### src/design/rct_pkg.sv
package rct_pkg;

   localparam int OFF_W      = 48;
   localparam int LEN_W      = 32;
   localparam int ULEN_W     = 33;
   localparam int END_W      = 49;
   localparam int GRP_W      = 8;
   localparam int SUM_W      = 42;
   localparam int HS_W       = 21;
   localparam int PCT_W      = 7;
   localparam int CNT_OUT_W  = 9;
   localparam int CSR_IDX_W  = 2;
   localparam int CSR_DATA_W = 21;
   localparam int PROD_W     = SUM_W + PCT_W;

   localparam logic [SUM_W-1:0]  SUM_MAX         = '1;
   localparam logic [HS_W-1:0]   HEAD_SKIP_RESET = HS_W'(128 * 1024);
   localparam logic [PCT_W-1:0]  LIMIT_RESET     = PCT_W'(50);
   localparam logic [ULEN_W-1:0] CHECKSUM_BYTES  = ULEN_W'(8);
   localparam logic [PCT_W-1:0]  PERCENT         = PCT_W'(100);

   localparam logic [CSR_IDX_W-1:0] CSR_HEAD_SKIP = 2'd0;
   localparam logic [CSR_IDX_W-1:0] CSR_LIMIT     = 2'd1;
   localparam logic [CSR_IDX_W-1:0] CSR_MERGE     = 2'd2;

   localparam logic [1:0] VERDICT_GO     = 2'd0;
   localparam logic [1:0] VERDICT_REPEAT = 2'd1;
   localparam logic [1:0] VERDICT_LIMIT  = 2'd2;

   typedef enum logic [1:0] {
      CMD_CLEAR_ALL  = 2'd0,
      CMD_LOAD       = 2'd1,
      CMD_CHUNK      = 2'd2,
      CMD_CLEAR_SEEN = 2'd3
   } cmd_type;

   typedef struct packed {
      cmd_type           cmd;
      logic [OFF_W-1:0]  offset;
      logic [LEN_W-1:0]  length;
      logic [GRP_W-1:0]  group;
      logic              has_checksum;
      logic              last;
   } req_type;

   typedef struct packed {
      logic [1:0]           verdict;
      logic [SUM_W-1:0]     asked_bytes;
      logic [SUM_W-1:0]     total_bytes;
      logic [CNT_OUT_W-1:0] seen_count;
      logic [CNT_OUT_W-1:0] request_groups;
      logic                 table_overflow;
      logic                 chunk_overflow;
   } rsp_type;

   // classified work handed from front to back
   typedef struct packed {
      cmd_type           kind;
      logic [OFF_W-1:0]  off;
      logic [ULEN_W-1:0] len;
      logic [GRP_W-1:0]  grp;
      logic [END_W-1:0]  cend;
      logic              store;
      logic              last;
   } entry_type;

   typedef struct packed {
      logic [OFF_W-1:0]  off;
      logic [ULEN_W-1:0] len;
      logic [GRP_W-1:0]  grp;
   } unit_type;

   typedef struct packed {
      logic [OFF_W-1:0] cstart;
      logic [END_W-1:0] cend;
   } chunk_type;

   typedef enum logic [4:0] {
      S_CLR, S_IDLE,
      S_LS_RD, S_LS_CK, S_LSH_RD, S_LSH_WR, S_LPUT, S_GB_RD, S_GB_WR,
      S_CS_RD, S_CS_CK, S_CSH_RD, S_CSH_WR, S_CPUT,
      S_EV_CLR, S_M_RD, S_M_CK, S_W_SRD, S_W_SCK, S_K_RD, S_K_CK,
      S_P_RD, S_P_CK, S_Q_RD, S_Q_CK, S_MUL, S_VERD
   } back_state_type;

   function automatic logic [SUM_W-1:0] add_sat(input logic [SUM_W-1:0] a,
                                                input logic [SUM_W-1:0] b);
      logic [SUM_W:0] s;
      s = {1'b0, a} + {1'b0, b};
      return s[SUM_W] ? SUM_MAX : s[SUM_W-1:0];
   endfunction

endpackage

### src/design/rct_front.sv
module rct_front
   import rct_pkg::*;
   (input  logic            clock,
    input  logic            reset,
    input  logic            start,
    input  req_type         req_item,
    input  logic [HS_W-1:0] head_skip,
    input  logic            hold,
    input  logic            pop,
    output logic            busy,
    output logic            head_valid,
    output entry_type       head);

   entry_type  q_ff [2];
   logic       wp_ff, rp_ff;
   logic [1:0] cnt_ff, cnt_in;
   entry_type  ent;
   logic       keep, push;
   logic [OFF_W-1:0] clip_a;
   logic [END_W-1:0] clip_b;

   // clip the chunk below head skip; drop empty work
   always_comb begin
      clip_a = (req_item.offset > OFF_W'(head_skip)) ? req_item.offset : OFF_W'(head_skip);
      clip_b = {1'b0, req_item.offset} + END_W'(req_item.length);
      ent.kind  = req_item.cmd;
      ent.grp   = req_item.group;
      ent.last  = req_item.last;
      ent.cend  = clip_b;
      ent.off   = req_item.offset;
      ent.len   = ULEN_W'(req_item.length) +
                  (req_item.has_checksum ? CHECKSUM_BYTES : '0);
      ent.store = 1'b1;
      keep      = 1'b1;
      case (req_item.cmd)
         CMD_LOAD: begin
            keep = (req_item.length != '0);
         end
         CMD_CHUNK: begin
            ent.off   = clip_a;
            ent.store = (req_item.length != '0) && ({1'b0, clip_a} < clip_b);
            keep      = ent.store || req_item.last;
         end
         default: begin
            keep = 1'b1;
         end
      endcase
   end

   assign busy       = (cnt_ff == 2'd2) || hold;
   assign push       = start && !busy && keep;
   assign head_valid = (cnt_ff != 2'd0);
   assign head       = q_ff[rp_ff];

   always_comb begin
      cnt_in = cnt_ff;
      if (push && !pop) begin
         cnt_in = cnt_ff + 2'd1;
      end else if (pop && !push) begin
         cnt_in = cnt_ff - 2'd1;
      end
   end

   always_ff @(posedge clock) begin
      if (push) begin
         q_ff[wp_ff] <= ent;
      end
      if (reset) begin
         wp_ff  <= 1'b0;
         rp_ff  <= 1'b0;
         cnt_ff <= 2'd0;
      end else begin
         if (push) begin
            wp_ff <= !wp_ff;
         end
         if (pop) begin
            rp_ff <= !rp_ff;
         end
         cnt_ff <= cnt_in;
      end
   end

endmodule

### config.mk
export PLATFORM = sky130hd
export DESIGN_NAME = rct_front
export DESIGN_NICKNAME = d
export VERILOG_FILES = /design/src/design/rct_pkg.sv /design/src/design/rct_front.sv
export SDC_FILE = /design/constraint.sdc
export NUM_CORES = 1
export LEC_CHECK = 0
export ABC_AREA = 1
export BUFFER_PORTS_ARGS = -buffer_cell sky130_fd_sc_hd__buf_2
export CAP_MARGIN = 10
export CORE_MARGIN = 4
export CORE_UTILIZATION = 59
export CTS_BUF_LIST = sky130_fd_sc_hd__clkbuf_8
export DETAILED_ROUTE_END_ITERATION = 10
export PLACE_DENSITY_LB_ADDON = 0.08
export SLEW_MARGIN = 20
export SYNTH_ARGS = -nofsm -noshare
export SYNTH_HDL_FRONTEND = slang
export SYNTH_SLANG_ARGS = --single-unit
### constraint.sdc
create_clock -name clock -period 11.8 [get_ports clock]
set_input_delay 0.59 -clock clock [delete_from_list [all_inputs] [get_ports clock]]
set_output_delay 0.59 -clock clock [all_outputs]
set_load 0.02 [all_outputs]
; ---- After elaboration in Yosys (flattened, before gate mapping)
; Memory sizes are Yosys's and may differ from the RTL's. A register that Yosys moved wholly into a read port is not among the register bits.
; Cells that the tools add are included.
[op_classes]
addsub = 4
magnitude_cmp = 2
n_eq_ne = 3
mux = 11
reduce_logical = 15
[ops]
columns = cell, n
row1 = 48-bit two-way mux, 2
row2 = 48-bit by 32-bit adder with 49-bit output, 1
row3 = 48-bit by 49-bit < comparator with 1-bit output, 1
row4 = 48-bit by 21-bit > comparator with 1-bit output, 1
row5 = 32-bit by 4-bit adder with 33-bit output, 1
row6 = 32-bit nonzero test, 1
row7 = 1-bit logical AND, 5
row8 = 1-bit logical NOT, 5
row9 = 1-bit two-way mux, 5
row10 = 2-bit == test (second input constant), 2
row11 = 2-bit two-way mux, 2
row12 = 4-bit two-way mux, 1
row13 = 2-bit nonzero test, 2
row14 = 2-bit by 1-bit adder with 2-bit output (second input constant), 1
row15 = 2-bit by 1-bit == test with 1-bit output (second input constant), 1
row16 = 1-bit logical OR, 2
row17 = 1-bit one-hot mux with 2 select lines, 1
row18 = 2-bit by 1-bit subtractor with 2-bit output (second input constant), 1
[word_totals]
ff_bits = 4
ramBits = 284
input_bits = 118
out_inout_bits = 144
wordCells = 39
memories = 1
[memory_table]
columns = memory, depth, width, read_ports, rd_clocked_by_memory_dff, wr, line_no
row1 = q_ff, 2, 142, 1, 1, 1, rct_front.sv:14  ; entry_type q_ff [2];

; ---- Logic depth before layout (Yosys ltp)
[logic_depth]
ltp_word = 11
depth_mapped = 36
depth_no_buf = 35

; ---- Worst setup path after synthesis
; Ideal clock, no wire load.
[synth_path]
path_kind = input port to flip-flop
startpoint = input req_item[10] (netlist name)
endpoint = memory q_ff[0][0] (netlist name), enable pin
setup_time_ps = 645
arrival_ps = 9575
t_required_ps = 11155
setup_slack_ps = 1580
cell_stages = 29
path_cell_list = ha_1 -> fa_1 -> nand2_1 -> nand3_1 -> nand3_1 -> nand2_2 -> nand2_2 -> nand2_2 -> a21oi_2 -> inv_2 -> a31oi_2 -> inv_2 -> a21oi_2 -> inv_2 -> nand2_1 -> xor2_1 -> ha_1 -> a21oi_1 -> o21a_1 -> o221ai_1 -> nand3_1 -> nand3_1 -> nor2_1 -> nand2_1 -> nand2_1 -> nand2_1 -> nand2_2 -> nand2_1 -> nor2_1
[synth_via]
elab_chain_len = 8
elab_cells_between_ends = 9
[synth_lines]
columns = element, line_no
row1 = from (decl), rct_front.sv:6  ; input req_type req_item,
row2 = 48-bit by 32-bit adder with 49-bit output, rct_front.sv:25  ; clip_b = {1'b0, req_item.offset} + END_W'(req_item.length);
row3 = 48-bit by 49-bit < comparator with 1-bit output, rct_front.sv:41  ; ent.store = (req_item.length != '0) && ({1'b0, clip_a} < clip_b);
row4 = 1-bit logical AND, rct_front.sv:41
row5 = 1-bit logical OR, rct_front.sv:42  ; keep = ent.store || req_item.last;
row6 = 1-bit one-hot mux with 2 select lines (*), rct_front.sv:35  ; case (req_item.cmd)
row7 = 1-bit logical AND (*), rct_front.sv:51  ; assign push = start && !busy && keep;
row8 = 1-bit two-way mux (*), rct_front.sv:65  ; if (push) begin
row9 = 1-bit two-way mux (not written as such) (*), rct_front.sv:66  ; q_ff[wp_ff] <= ent;
row10 = to (decl), rct_front.sv:14
; Every way passes the cells marked *; elsewhere a longest branch is shown, timed or not.

; ---- Worst setup path after layout
[layout_path]
startpoint = input req_item[10] (netlist name)
endpoint = memory q_ff[1][36] (netlist name), enable pin
[layout_via]
elab_chain_len = 8
elab_cells_between_ends = 9
[layout_lines]
columns = element, line_no
row1 = 48-bit by 32-bit adder with 49-bit output, rct_front.sv:25
row2 = net clip_b[32], rct_front.sv:20  ; logic [END_W-1:0] clip_b;
row3 = 48-bit by 49-bit < comparator with 1-bit output, rct_front.sv:41
row4 = 1-bit logical AND, rct_front.sv:41
row5 = 1-bit logical OR, rct_front.sv:42
row6 = 1-bit one-hot mux with 2 select lines, rct_front.sv:35
row7 = 1-bit logical AND, rct_front.sv:51
row8 = 1-bit two-way mux, rct_front.sv:65
row9 = 1-bit two-way mux (not written as such), rct_front.sv:66
; The timed path passes the listed nets, and every way through them passes these cells.

==> metrics.md <==
| Metric | Value |
|---|---|
| Area share of the largest cell type after synthesis | 0.531 |
| Netlist cell types | 51 |
| Worst EP arrival | ~6000 ps |
| Mapped Cells | 1460 |
| Row count | 60 |
| Synthesized area | 0.0161 mm² |
| Number of global-route vias before repair | 11443 |
| Outcome | finished clean |
| CTS Sinks | 289 |
| I/O pin count | 262 |
| CP startpoint kind | input port |
| Gp weighted congestion | 0.934 |
| Reg2Reg Depth | 6 |
| RR Endpoint | q_ff[0][41] |
| Tightest Hold Check Type | input port to register |
| WS Path Type | input port to register |
| Pleak | 7.81 nW |
| Post-CTS sizing | 0 |
| Crit path from | req_item[10] |
| Final Max Tran Viols | 0 |
| Skew final | 12.2 ps |
| Largest net degree at the start of global routing | 79 |
| Remaining antenna violation count after routing | 0 |
| Core area | 0.0269 mm² |
| WL per Instance | 18.4 µm |
| HPWL after DPL | 28700 µm |
| Critical Path RT | 12020 ps |
| Synthesized netlist net count | around 1700 |
| Area Overhead vs Synth | 14.9% |
| Slowest Stage Delay on Critical Path | between 400 and 500 ps |
| Most frequent cells in the layout | 284 x edfxtp_1, 261 x buf_2, 194 x inv_1 |
| RSZ-0062 raised after global routing | false |
| Worst-Skew Late Latency | between 500 and 600 ps |
| VDD IR max | 101 µV |
| Worst Tran Pin Value | 1060 ps |
| Die span in y | 173 µm |
| Initial Utilization | 0.598 |
| R2r startpoint | cnt_ff[1] |
| Antenna diodes | 0 |
| Max Clk Rate | around 170 MHz |
| CTS clk-pin slew, worst paths | 60 ps |
| DR DRC count | 0 |
| Max_slew headroom | 0.291 |
| Hold endpoint | q_ff[0][58] |
| Max-cap violations | 0 |
| Post-route insts no fill | between 2000 and 2500 |
| DP Worst Slack | 5200 ps |
| Iteration-0 DRC Markers | ~770 |
| Die area | 0.0299 mm² |
| Initial antenna violation count | 0 |
| Share of post-route cells with drive strength above 1 | 0.300 |
| Largest cells by area after synthesis | edfxtp_1 53%, mux2_2 10%, ha_1 8.2% |
| Reg2reg setup slack | 9090 ps |
| Worst path most repeated cell | nand2_1 |
| Avg Cell Area, Syn | 11.0 µm² |
| Htree depth | 2 |
| Number of synthesized flops with an enable pin | roughly 280 |
| Register area share after synthesis | 0.537 |
| Synth Flop Type | edfxtp_1 |
| First-pass GRT wire length | 60500 µm |
| Fin. Hold Viols | 0 |
| Placed cells | slightly below 2000 |
| Tmin final | 5780 ps |
| Share of flip-flops with an asynchronous set or reset | 0 |
| Fin util | 0.687 |
| Yosys reg bits | 289 |
| CTS Buf Count | 46 |
| Total GRT Usage | 0.249 |
| Root buffer cell | clkbuf_8 |
| Yosys top cell by area | edfxtp_1 |
| Final setup viols | 0 |
| Die Span X | 173 µm |
| Final wirelength | 38200 µm |
| Worst hold stages | 1 |
| Post-route setup slack | 6020 ps |
| CP max-delay cell | inv_6 |
| Final nets | 1922 |
| CP Capture Type | register |
| Crit Path Max Fanout | 65 |
| First-pass DRT Iterations | 5 |
| Vias per cell | 5.51 |
| Gr ovfl total | 0 |
| Clock buffer depth | 3 |
| CTS tree | done |
| Vias | between 10000 and 15000 |
| Commonest non-fill, non-tap cell in the layout | edfxtp_1 |
| Fillers | 2096 |
| Hold Path Origin | req_item[9] |
| Cell Pwr Density | 137 mW/mm² |
| Hold WS | 220 ps |
| Yosys warns | 0 |
| Hold Buf Count CTS | 0 |
| TNS Setup | 0 ps |
| Final Cycle Share | 0.490 |
| Port bufs | 261 |
| Postcts setup bufs | 0 |
through the flow:
step                      cell area [µm²]  total power, mW
after floorplan                     16100             1.58
after global placement              17600             1.73
after detailed placement            17600             1.74
after CTS                           18400             2.55
after global routing                18500             2.66
final                               18500             2.53
synth_stat cells, types with 2 or more instances:
cell type and n:
a211oi_1 6, a21o_1 2, a21oi_1 91, a21oi_2 6, a21oi_4 2, a31oi_1 6, and2_1 2, and3_1 2
buf_1 3, clkbuf_1 72, dfxtp_1 5, edfxtp_1 284, ha_1 105, inv_1 181, inv_2 5, mux2_2 143
nand2_1 184, nand2_2 7, nand3_1 39, nand3_2 6, nand4_1 21, nor2_1 107, nor2_2 4, nor3_1 16
nor3_4 2, nor3b_1 2, nor4_1 10, nor4_2 2, o211ai_1 2, o21a_1 3, o21ai_0 42, o21ai_2 2
o21bai_1 5, o221ai_1 4, o31ai_1 2, or2_2 3, xnor2_1 13, xor2_1 56
worst max-delay path, delay by kind of cell:
kind | cells | cell delay (ps)
AO/OA/AOI/OAI | 5 | 990
XOR/XNOR | 1 | 270
adder cells (fa/ha/maj) | 3 | 950
buffers and inverters | 7 | 1530
AND/OR/NAND/NOR | 16 | 1520
metal layers:
metal | global-route usage | wire [µm] | up-vias
li1 | - | - | 5537
met4 | 0.0602 | 784 | 0
met5 | 0 | 0 | -
met2 | 0.398 | 17700 | 405
met1 | 0.357 | 16900 | 5422
met3 | 0.0488 | 2820 | 60
where the power goes:
group          total (mW)  switching [mW]  internal [mW]
clock network       0.812           0.380          0.432
logic               0.518           0.328          0.190
registers            1.20          0.0173           1.19
total                2.53           0.725           1.81
registers in the layout, summed over array words and instances (netlist names), named ones only:
| register | count |
|---|---|
| q_ff | 284 |
| cnt_ff | 2 |
| rp_ff | 1 |
| wp_ff | 1 |
worst max-delay path by stage:
stage | end | slack, ps | depth (start not counted)
3_3_place_gp | q_ff[1][124] | 5250 | 31
3_5_place_dp | q_ff[1][129] | 5200 | 31
5_1_grt | q_ff[0][47] | 5490 | 27
2_1_floorplan | q_ff[0][0] | 1580 | 29
6_report | q_ff[1][36] | 6020 | 32
4_1_cts | q_ff[1][118] | 5770 | 31
final cells by class:
class / instances / area (µm²) / share of cell area
clock buffer: 53 / 729 / 0.0395
clock inverter: 28 / 151 / 0.00820
inverter: 186 / 703 / 0.0381
multi-input combinational: 907 / 6440 / 0.349
sequential: 289 / 8630 / 0.468
tap: 341 / 427 / 0.0231
timing repair buffer: 268 / 1380 / 0.0747
kinds of logic (layout without fill, tap and decap cells):
| logic type | after synthesis | in the layout | synth area share |
|---|---|---|---|
| flops | 289 | 289 | 0.537 |
| buf+inv | 264 | 535 | 0.0625 |
| fa+ha+maj | 106 | 106 | 0.0830 |
| xor+xnor | 69 | 69 | 0.0376 |
| mux | 143 | 143 | 0.100 |
| simple gates | 410 | 410 | 0.114 |
| compound gates | 179 | 179 | 0.0654 |
Power figures use the tool's default switching activity.
